File: config.mk
export PLATFORM = sky130hd
export DESIGN_NAME = h263_picture_framer
export DESIGN_NICKNAME = d
export VERILOG_FILES = /design/src/hw/rtl/hpf_pkg.sv /design/src/hw/rtl/h263_picture_framer.sv /design/src/hw/rtl/hpf_front.sv /design/src/hw/rtl/hpf_queue.sv /design/src/hw/rtl/hpf_back.sv
export SDC_FILE = /design/constraint.sdc
export NUM_CORES = 1
export LEC_CHECK = 0
export ABC_CLOCK_PERIOD_IN_PS = 15200
export BUFFER_PORTS_ARGS = -buffer_cell sky130_fd_sc_hd__buf_2
export CAP_MARGIN = 20
export CORE_ASPECT_RATIO = 0.6
export CORE_MARGIN = 8
export CORE_UTILIZATION = 61
export CTS_BUF_LIST = sky130_fd_sc_hd__clkbuf_16
export CTS_CLUSTER_DIAMETER = 150
export CTS_CLUSTER_SIZE = 8
export DETAILED_ROUTE_END_ITERATION = 12
export HOLD_SLACK_MARGIN = 0.05
export PLACE_DENSITY_LB_ADDON = 0.05
export SYNTH_ARGS = -nofsm -noshare
export SYNTH_HDL_FRONTEND = slang
export SYNTH_SLANG_ARGS = --single-unit
File: constraint.sdc
create_clock -name clk -period 15.2 [get_ports clk]
set_input_delay 0 -clock clk [delete_from_list [all_inputs] [get_ports clk]]
set_output_delay 0 -clock clk [all_outputs]
set_load 0.05 [all_outputs]
File: src/hw/rtl/hpf_pkg.sv
`timescale 1ns / 1ps

package hpf_pkg;

  // Width of the running byte position.
  localparam int OFFSET_BITS = 32;

  // Width used when a record length is worked out, wide enough to see saturation.
  localparam int LEN_CALC_W = (OFFSET_BITS > 32) ? OFFSET_BITS : 33;

  localparam int TIME_W = 48;
  localparam int TICKS_W = 32;
  localparam logic [TICKS_W-1:0] TICKS_RESET = 32'd1000;

  // Top 22 bits of the window that mark a picture start code.
  localparam logic [21:0] PSC_CODE = 22'h000020;
  localparam logic [31:0] WINDOW_RESET = 32'hffff_ffff;
  localparam logic [31:0] LEN_MAX = 32'hffff_ffff;

  // Record kinds.
  localparam logic KIND_PICTURE = 1'b0;
  localparam logic KIND_LEADING = 1'b1;

  // Source formats that carry a picture size.
  localparam logic [2:0] FMT_SUBQCIF = 3'd1;
  localparam logic [2:0] FMT_QCIF = 3'd2;
  localparam logic [2:0] FMT_CIF = 3'd3;
  localparam logic [2:0] FMT_4CIF = 3'd4;
  localparam logic [2:0] FMT_16CIF = 3'd5;

  // Depth of the queue between the scanner and the output stage.
  localparam int QDEPTH = 2;
  localparam int QPTR_W = (QDEPTH > 1) ? $clog2(QDEPTH) : 1;
  localparam int QCNT_W = $clog2(QDEPTH + 1);

  // One record as the scanner describes it.
  typedef struct packed {
    logic                   leading;
    logic [OFFSET_BITS-1:0] first_pos;
    logic [OFFSET_BITS-1:0] end_pos;
    logic [2:0]             fmt;
    logic                   intra;
    logic [TIME_W-1:0]      ts;
  } rec_t;

  // Everything one stream byte causes: a record closed by a start code,
  // and a record flushed by end of stream.
  typedef struct packed {
    logic a_valid;
    logic b_valid;
    rec_t rec_a;
    rec_t rec_b;
  } step_t;

  // Picture width for a source format; the 16CIF entry is 1408, not 1409.
  function automatic logic [10:0] fmt_width(input logic [2:0] fmt);
    logic [10:0] w;
    unique case (fmt)
      FMT_SUBQCIF: w = 11'd128;
      FMT_QCIF:    w = 11'd176;
      FMT_CIF:     w = 11'd352;
      FMT_4CIF:    w = 11'd704;
      FMT_16CIF:   w = 11'd1408;
      default:     w = 11'd0;
    endcase
    return w;
  endfunction

  // Picture height for a source format.
  function automatic logic [10:0] fmt_height(input logic [2:0] fmt);
    logic [10:0] h;
    unique case (fmt)
      FMT_SUBQCIF: h = 11'd96;
      FMT_QCIF:    h = 11'd144;
      FMT_CIF:     h = 11'd288;
      FMT_4CIF:    h = 11'd576;
      FMT_16CIF:   h = 11'd1152;
      default:     h = 11'd0;
    endcase
    return h;
  endfunction

endpackage

File: src/hw/rtl/h263_picture_framer.sv
`timescale 1ns / 1ps

// H.263 picture framer. The block scans an elementary stream one byte per
// cycle, finds picture start codes, and sends one request per record: the
// data before the first start code, then each picture with its offset,
// length, source format, size, intra flag and timestamp. A byte flagged as
// end of stream flushes the open record and returns the scanner to its reset
// state; the timestamp increment register keeps its value. The scanner takes
// a byte in every cycle while the two-entry step queue has room. The output
// stage sends one record per cycle while out_ready is high, so a byte that both
// closes a picture and ends the stream gives it two records to send. The queue
// absorbs the extra record unless the next byte also closes or flushes a record,
// in which case the byte after that one waits. Write the increment register only
// while no byte is in flight.

module h263_picture_framer
  import hpf_pkg::*;
(
  input  logic               clk,
  input  logic               rst_n,
  input  logic               in_valid,
  output logic               in_ready,
  input  logic [7:0]         in_stream_byte,
  input  logic               in_end_of_stream,
  output logic               out_valid,
  input  logic               out_ready,
  output logic               out_record_kind,
  output logic [31:0]        out_record_offset,
  output logic [31:0]        out_byte_length,
  output logic [2:0]         out_source_format,
  output logic [10:0]        out_pixel_width,
  output logic [10:0]        out_pixel_height,
  output logic               out_is_intra,
  output logic [TIME_W-1:0]  out_timestamp,
  output logic               out_ended_by_stream_end,
  output logic               out_last_of_run,
  input  logic               cfg_wr_en,
  input  logic [TICKS_W-1:0] cfg_wr_data
);

  logic  push_valid;
  logic  push_ready;
  step_t push_data;
  logic  pop_valid;
  logic  pop_ready;
  step_t pop_data;

  // Byte scanner.
  hpf_front u_front (
    .clk              (clk),
    .rst_n            (rst_n),
    .in_valid         (in_valid),
    .in_ready         (in_ready),
    .in_stream_byte   (in_stream_byte),
    .in_end_of_stream (in_end_of_stream),
    .cfg_wr_en        (cfg_wr_en),
    .cfg_wr_data      (cfg_wr_data),
    .push_ready       (push_ready),
    .push_valid       (push_valid),
    .push_data        (push_data)
  );

  // Step queue between scanner and output stage.
  hpf_queue u_queue (
    .clk        (clk),
    .rst_n      (rst_n),
    .push_valid (push_valid),
    .push_ready (push_ready),
    .push_data  (push_data),
    .pop_valid  (pop_valid),
    .pop_ready  (pop_ready),
    .pop_data   (pop_data)
  );

  // Record formatter and output register.
  hpf_back u_back (
    .clk                     (clk),
    .rst_n                   (rst_n),
    .pop_valid               (pop_valid),
    .pop_ready               (pop_ready),
    .pop_data                (pop_data),
    .out_valid               (out_valid),
    .out_ready               (out_ready),
    .out_record_kind         (out_record_kind),
    .out_record_offset       (out_record_offset),
    .out_byte_length         (out_byte_length),
    .out_source_format       (out_source_format),
    .out_pixel_width         (out_pixel_width),
    .out_pixel_height        (out_pixel_height),
    .out_is_intra            (out_is_intra),
    .out_timestamp           (out_timestamp),
    .out_ended_by_stream_end (out_ended_by_stream_end),
    .out_last_of_run         (out_last_of_run)
  );

endmodule

File: src/hw/rtl/hpf_front.sv
`timescale 1ns / 1ps

module hpf_front
  import hpf_pkg::*;
(
  input  logic                 clk,
  input  logic                 rst_n,
  input  logic                 in_valid,
  output logic                 in_ready,
  input  logic [7:0]           in_stream_byte,
  input  logic                 in_end_of_stream,
  input  logic                 cfg_wr_en,
  input  logic [TICKS_W-1:0]   cfg_wr_data,
  input  logic                 push_ready,
  output logic                 push_valid,
  output step_t                push_data
);

  localparam logic [OFFSET_BITS-1:0] POS_MAX = '1;
  localparam logic [OFFSET_BITS-1:0] POS_THREE = OFFSET_BITS'(3);

  logic [TICKS_W-1:0]     ticks_r;
  logic [31:0]            window_r, window_nxt;
  logic [OFFSET_BITS-1:0] seen_r, seen_nxt;
  logic                   open_r, open_nxt;
  logic [OFFSET_BITS-1:0] pstart_r, pstart_nxt;
  logic [2:0]             fmt_r, fmt_nxt;
  logic                   inter_r, inter_nxt;
  logic                   pending_r, pending_nxt;
  logic [TIME_W-1:0]      time_r, time_nxt;

  logic                   accept;
  logic [OFFSET_BITS-1:0] seen_inc;
  logic [OFFSET_BITS-1:0] code_start;
  logic                   start_code;
  logic [2:0]             fmt_cur;
  logic                   inter_cur;
  logic                   pending_cur;
  logic [TIME_W-1:0]      time_adv;
  step_t                  step;

  assign accept = in_valid && in_ready;
  assign in_ready = push_ready;

  // Timestamp increment register.
  always_ff @(posedge clk) begin
    if (!rst_n) begin
      ticks_r <= TICKS_RESET;
    end else if (cfg_wr_en) begin
      ticks_r <= cfg_wr_data;
    end
  end

  // Scan one byte: header capture, start code test and end-of-stream flush.
  always_comb begin
    window_nxt = {window_r[23:0], in_stream_byte};
    seen_inc = (seen_r == POS_MAX) ? seen_r : seen_r + OFFSET_BITS'(1);
    code_start = (seen_r >= POS_THREE) ? seen_r - POS_THREE : '0;
    start_code = (window_nxt[31:10] == PSC_CODE);
    time_adv = time_r + TIME_W'(ticks_r);

    // The header byte is taken before the start code test.
    if (pending_r) begin
      fmt_cur = in_stream_byte[4:2];
      inter_cur = in_stream_byte[1];
      pending_cur = 1'b0;
    end else begin
      fmt_cur = fmt_r;
      inter_cur = inter_r;
      pending_cur = pending_r;
    end

    // Record closed by a start code.
    step.a_valid = start_code && (open_r || (code_start != '0));
    step.rec_a.leading = open_r ? KIND_PICTURE : KIND_LEADING;
    step.rec_a.first_pos = open_r ? pstart_r : '0;
    step.rec_a.end_pos = code_start;
    step.rec_a.fmt = (open_r && !pending_cur) ? fmt_cur : 3'd0;
    step.rec_a.intra = open_r && !pending_cur && !inter_cur;
    step.rec_a.ts = time_r;

    open_nxt = open_r;
    pstart_nxt = pstart_r;
    fmt_nxt = fmt_cur;
    inter_nxt = inter_cur;
    pending_nxt = pending_cur;
    time_nxt = step.a_valid ? time_adv : time_r;
    if (start_code) begin
      open_nxt = 1'b1;
      pstart_nxt = code_start;
      fmt_nxt = 3'd0;
      inter_nxt = 1'b0;
      pending_nxt = 1'b1;
    end

    // Record flushed by end of stream, seen after the start code update.
    step.b_valid = in_end_of_stream;
    step.rec_b.leading = open_nxt ? KIND_PICTURE : KIND_LEADING;
    step.rec_b.first_pos = open_nxt ? pstart_nxt : '0;
    step.rec_b.end_pos = seen_inc;
    step.rec_b.fmt = (open_nxt && !pending_nxt) ? fmt_nxt : 3'd0;
    step.rec_b.intra = open_nxt && !pending_nxt && !inter_nxt;
    step.rec_b.ts = time_nxt;

    seen_nxt = seen_inc;
    if (in_end_of_stream) begin
      window_nxt = WINDOW_RESET;
      seen_nxt = '0;
      open_nxt = 1'b0;
      pstart_nxt = '0;
      fmt_nxt = 3'd0;
      inter_nxt = 1'b0;
      pending_nxt = 1'b0;
      time_nxt = '0;
    end
  end

  assign push_valid = accept && (step.a_valid || step.b_valid);
  assign push_data = step;

  // Scanner state.
  always_ff @(posedge clk) begin
    if (!rst_n) begin
      window_r <= WINDOW_RESET;
      seen_r <= '0;
      open_r <= 1'b0;
      pstart_r <= '0;
      fmt_r <= 3'd0;
      inter_r <= 1'b0;
      pending_r <= 1'b0;
      time_r <= '0;
    end else if (accept) begin
      window_r <= window_nxt;
      seen_r <= seen_nxt;
      open_r <= open_nxt;
      pstart_r <= pstart_nxt;
      fmt_r <= fmt_nxt;
      inter_r <= inter_nxt;
      pending_r <= pending_nxt;
      time_r <= time_nxt;
    end
  end

endmodule

File: src/hw/rtl/hpf_queue.sv
`timescale 1ns / 1ps

module hpf_queue
  import hpf_pkg::*;
(
  input  logic  clk,
  input  logic  rst_n,
  input  logic  push_valid,
  output logic  push_ready,
  input  step_t push_data,
  output logic  pop_valid,
  input  logic  pop_ready,
  output step_t pop_data
);

  step_t             entries_r [QDEPTH];
  logic [QPTR_W-1:0] wr_ptr_r, wr_ptr_nxt;
  logic [QPTR_W-1:0] rd_ptr_r, rd_ptr_nxt;
  logic [QCNT_W-1:0] count_r, count_nxt;
  logic              do_push;
  logic              do_pop;

  assign push_ready = (count_r != QCNT_W'(QDEPTH));
  assign pop_valid = (count_r != '0);
  assign pop_data = entries_r[rd_ptr_r];
  assign do_push = push_valid && push_ready;
  assign do_pop = pop_valid && pop_ready;

  // Pointer and fill count update; pointers wrap at the queue depth.
  always_comb begin
    wr_ptr_nxt = wr_ptr_r;
    rd_ptr_nxt = rd_ptr_r;
    if (do_push) begin
      wr_ptr_nxt = (wr_ptr_r == QPTR_W'(QDEPTH - 1)) ? '0 : wr_ptr_r + QPTR_W'(1);
    end
    if (do_pop) begin
      rd_ptr_nxt = (rd_ptr_r == QPTR_W'(QDEPTH - 1)) ? '0 : rd_ptr_r + QPTR_W'(1);
    end
    count_nxt = count_r + QCNT_W'(do_push) - QCNT_W'(do_pop);
  end

  always_ff @(posedge clk) begin
    if (!rst_n) begin
      wr_ptr_r <= '0;
      rd_ptr_r <= '0;
      count_r <= '0;
    end else begin
      wr_ptr_r <= wr_ptr_nxt;
      rd_ptr_r <= rd_ptr_nxt;
      count_r <= count_nxt;
    end
  end

  // Entry storage.
  always_ff @(posedge clk) begin
    if (do_push) begin
      entries_r[wr_ptr_r] <= push_data;
    end
  end

endmodule

File: src/hw/rtl/hpf_back.sv
`timescale 1ns / 1ps

module hpf_back
  import hpf_pkg::*;
(
  input  logic              clk,
  input  logic              rst_n,
  input  logic              pop_valid,
  output logic              pop_ready,
  input  step_t             pop_data,
  output logic              out_valid,
  input  logic              out_ready,
  output logic              out_record_kind,
  output logic [31:0]       out_record_offset,
  output logic [31:0]       out_byte_length,
  output logic [2:0]        out_source_format,
  output logic [10:0]       out_pixel_width,
  output logic [10:0]       out_pixel_height,
  output logic              out_is_intra,
  output logic [TIME_W-1:0] out_timestamp,
  output logic              out_ended_by_stream_end,
  output logic              out_last_of_run
);

  localparam logic [LEN_CALC_W-1:0] LEN_MAX_W = LEN_CALC_W'(LEN_MAX);

  logic                  out_valid_r, out_valid_nxt;
  logic                  a_done_r, a_done_nxt;
  logic                  kind_r;
  logic [31:0]           offset_r;
  logic [31:0]           length_r;
  logic [2:0]            fmt_r;
  logic [10:0]           width_r;
  logic [10:0]           height_r;
  logic                  intra_r;
  logic [TIME_W-1:0]     ts_r;
  logic                  by_eos_r;
  logic                  last_r;

  logic                  use_a;
  rec_t                  cur;
  logic                  load;
  logic [LEN_CALC_W-1:0] first_w;
  logic [LEN_CALC_W-1:0] end_w;
  logic [LEN_CALC_W-1:0] diff_w;
  logic [31:0]           length_cur;

  // Pick the start-code record first, then the end-of-stream record.
  always_comb begin
    use_a = pop_data.a_valid && !a_done_r;
    cur = use_a ? pop_data.rec_a : pop_data.rec_b;
    load = pop_valid && (!out_valid_r || out_ready);
    pop_ready = load && !(use_a && pop_data.b_valid);
    a_done_nxt = a_done_r;
    if (load) begin
      a_done_nxt = use_a && pop_data.b_valid;
    end
    if (load) begin
      out_valid_nxt = 1'b1;
    end else if (out_ready) begin
      out_valid_nxt = 1'b0;
    end else begin
      out_valid_nxt = out_valid_r;
    end
  end

  // Record length, zero when the end does not pass the start, saturating.
  always_comb begin
    first_w = LEN_CALC_W'(cur.first_pos);
    end_w = LEN_CALC_W'(cur.end_pos);
    diff_w = (end_w > first_w) ? end_w - first_w : '0;
    length_cur = (diff_w > LEN_MAX_W) ? LEN_MAX : diff_w[31:0];
  end

  always_ff @(posedge clk) begin
    if (!rst_n) begin
      out_valid_r <= 1'b0;
      a_done_r <= 1'b0;
    end else begin
      out_valid_r <= out_valid_nxt;
      a_done_r <= a_done_nxt;
    end
  end

  // Output register.
  always_ff @(posedge clk) begin
    if (load) begin
      kind_r <= cur.leading;
      offset_r <= 32'(cur.first_pos);
      length_r <= length_cur;
      fmt_r <= cur.fmt;
      width_r <= fmt_width(cur.fmt);
      height_r <= fmt_height(cur.fmt);
      intra_r <= cur.intra;
      ts_r <= cur.ts;
      by_eos_r <= !use_a;
      last_r <= use_a ? !pop_data.b_valid : 1'b1;
    end
  end

  assign out_valid = out_valid_r;
  assign out_record_kind = kind_r;
  assign out_record_offset = offset_r;
  assign out_byte_length = length_r;
  assign out_source_format = fmt_r;
  assign out_pixel_width = width_r;
  assign out_pixel_height = height_r;
  assign out_is_intra = intra_r;
  assign out_timestamp = ts_r;
  assign out_ended_by_stream_end = by_eos_r;
  assign out_last_of_run = last_r;

endmodule

==> results.py <==
metrics = {
    "run_status": {
        "outcome": "complete, no violations",
    },
    "grt": {
        "grt_pass1_wl_um": 136000,
        "antenna_found_initial": 2,
        "grt_max_degree": 78,
        "grt_util_all_layers_pct": 26.4,
        "overflow": 0,
        "grt_pass1_vias": 22459,
    },
    "synthesis": {
        "synth_top_family_by_area": "simple AND/OR/NAND/NOR gates",
        "yosysWarnings": 0,
        "synth_edf_count": 602,
        "synth_compound_area_share_pct": 8.89,
        "postSynthCellCount": 2624,
        "yosysMostFrequentCell": "edfxtp_1",
        "yosys.area_share.simple_pct": 10.6,
        "postSynthAreaPerCell_um2": 13.3,
        "synth_common_cells": "edfxtp_1 (602), nor2_1 (224), dfxtp_1 (181), nand2_1 (156), o21ai_0 (135)",
        "synth-xor-area-share_pct": 3.07,
        "ys.flop_type": "edfxtp_1",
        "ys_seq_area_share_pct": 62.3,
        "syn_area_mm2": 0.0348,
        "yosys.area.top_type": "edfxtp_1",
        "synth_top_area_share_pct": 51.9,
        "ys_ff_latch": 783,
        "synth.mux.area_fraction_pct": 9.88,
        "synth_area_leaders": "edfxtp_1 (52%), dfxtp_1 (10%), mux4_2 (7.6%)",
        "synthAdderAreaFrac_pct": 2.52,
        "async_reset_ff_share_pct": 0,
        "yosys.cell_types.count": 82,
    },
    "timing": {
        "setup_ws_ps": 9030,
        "rsz0062_at_grt": "no",
        "max_freq_mhz": 162,
        "finClkSkew_ps": 16.3,
        "drv_slew": 0,
        "tightestPinTransition_ps": 1090,
        "period_minus_slack_ps": 6170,
        "finalCritPeriodShare_pct": 40.6,
        "holdWs_ps": 115,
        "timing.setup.tns_ps": 0,
        "final_hold_viol_count": 0,
        "finalSetupViolations": 0,
        "slew_headroom_pct": 27.5,
    },
    "worst_setup_path": {
        "critPathMaxFanout": 38,
        "reg2reg_setup_slack_ps": 9030,
        "critPathRequiredTime_ps": 15590,
        "critPathKind": "reg -> reg",
        "timing.rr.end": "u_back.out_byte_length[0]$_SDFFCE_PN1P_",
        "r2r_cells": 13,
        "arrival_ps": 6560,
        "crit_path_end_kind": "flip-flop",
        "startpoint_type": "flip-flop",
    },
    "finish": {
        "multi_input_area_mm2": 0.0123,
        "layout-drive-gt1-share_pct": 18.2,
        "fin_nets": 2947,
        "final_util_pct": 71.2,
        "ff_latch_area_mm2": 0.0217,
        "synthToLayoutAreaGrowth_pct": 14.8,
        "nFillCells": 3830,
    },
    "power_and_ir_drop": {
        "ir_drop_mv": 0.130,
        "p_leak_uw": 0.0152,
        "total_power_uw": 7380,
        "power_density_mw_per_mm2": 184,
    },
    "place": {
        "place_hpwl_um": 57000,
        "place_congestion": 0.946,
        "io_buffer_count": 180,
        "post-place-ws_ps": 9070,
    },
    "floorplanning": {
        "die_area_mm2": 0.0653,
        "chipHeight_um": 201,
        "die_x_um": 325,
        "row_count": 67,
        "io_pins": 189,
        "initial_core_util_pct": 62.0,
        "coreArea_mm2": 0.0562,
    },
    "clock_network": {
        "cts_buffers": 107,
        "clockRootBuffer": "clkbuf_16",
        "ctsHoldBuffers": 52,
        "clock_sinks": 783,
        "clk_latency_ps": 660,
        "cts_max_level": 3,
        "cts_tree": "done",
        "cts_resized": 0,
        "post_cts_buffers": 0,
        "clock_path_buffers": 3,
        "path_clk_slew_ps": 50,
    },
    "route": {
        "drtAntennaViolNets": 0,
        "routedWlPerCell_um": 23.9,
        "drc_errors": 0,
        "first_iter_violations": 2639,
        "drt-pass1-iter-count": 6,
        "viasPerCell": 6.23,
        "vias": 22956,
        "totalWireLength_um": 88100,
    },
    "worst_hold_path": {
        "hold_path_end": "u_front.ticks_r[10]$_SDFFE_PN0P_",
        "hold_path_class": "in -> reg",
        "holdCritStartpoint": "cfg_wr_data[10]",
        "hold_depth": 4,
    },
    "job": {
        "maxCapViolations": 0,
    },
}
placed cells by master (no fill, tap or decap), drive strengths merged, types with 29 or more instances in the layout:
master and count:
edfxtp 602, buf 216, nand2 156, o21ai 136
xor2 48, dlygate4sd3 52, nand3 54, ha 67
xnor2 74, dfxtp 181, nor3 64, nor4 34
nand4 29, mux4 117, a21o 47, mux2 38
and2 50, clkbuf 107, a21oi 97, a22oi 48
inv 148, mux2i 38, nor2 224
final cells by class:
class,count,share of cell area [%]
Inverter,60,0.566
Antenna cell,1,0.00625
Multi-Input combinational cell,1612,30.7
Clock inverter,95,1.12
Sequential cell,783,54.2
Clock buffer,107,6.69
Timing Repair Buffer,268,4.35
Tap cell,759,2.37
metal layers:
metal	track usage [%]	routed length [µm]
met5	0	0
met3	6.25	8300
met1	40.8	40400
met2	37.6	37700
met4	6.77	1740
cell families after synthesis:
kind of cell | after synthesis
other | 1
AO/OA/AOI/OAI | 472
multiplexers | 193
buffers and inverters | 236
AND/OR/NAND/NOR | 748
flip-flops | 783
XOR/XNOR | 122
adder cells (fa/ha/maj) | 69
per-stage QoR:
stage               cells  instance area, µm²
floorplan            2631               34900
CTS                  3682               40000
detailed placement   3428               36300
global placement     3427               36300
global route         3685               40000
finish               3685               40000
power by group:
| part | internal (µW) | leakage [µW] | switching [µW] | total [µW] |
|---|---|---|---|---|
| Combinational | 758 | 0.00616 | 1690 | 2450 |
| Clock | 1260 | 0.00184 | 883 | 2150 |
| Sequential | 2690 | 0.00725 | 89.3 | 2780 |
| Total | 4710 | 0.0152 | 2660 | 7380 |
how the worst max path moves through the flow:
stage	slack [ps]	depth (start not counted)	end	from
floorplan	1860	11	u_queue.entries_r[0][0]$_DFFE_PP_	u_front.seen_r[13]$_SDFFE_PN0P_
global placement	9080	11	u_queue.entries_r[1][205]$_DFFE_PP_	u_front.seen_r[0]$_SDFFE_PN0P_
detailed placement	9070	14	u_back.out_byte_length[27]$_SDFFCE_PN1P_	flip-flop
CTS	9040	14	u_back.out_byte_length[27]$_SDFFCE_PN1P_	flip-flop
global route	8610	13	u_back.out_byte_length[0]$_SDFFCE_PN1P_	flip-flop
finish	9030	13	u_back.out_byte_length[0]$_SDFFCE_PN1P_	flip-flop
registers in the layout, indices dropped and copies added, names as in the netlist, 2 cells and up, named ones only:
| signal | flops |
|---|---|
| u_front.ticks_r | 32 |
| u_back.out_pixel_height | 7 |
| u_queue.entries_r | 472 |
| u_back.out_timestamp | 48 |
| u_back.out_source_format | 3 |
| u_front.pstart_r | 32 |
| u_front.fmt_r | 3 |
| u_back.out_record_offset | 32 |
| u_queue.count_r | 2 |
| u_front.seen_r | 32 |
| u_front.window_r | 24 |
| u_front.time_r | 48 |
| u_back.out_byte_length | 32 |
| u_back.out_pixel_width | 4 |
worst max-delay path, stage by stage, from the launching register on:
cell and delay, ps:
dfxtp_4 560, buf_4 750, buf_4 730, mux4_2 600, ha_1 400, nand3_1 90, nor2_1 260, nand2_1 100
a31oi_1 500, o211ai_1 300, a21oi_1 520, nor3_1 170, o31a_1 570, o21bai_1 280
No activity file was read; power rests on OpenSTA's default activity.
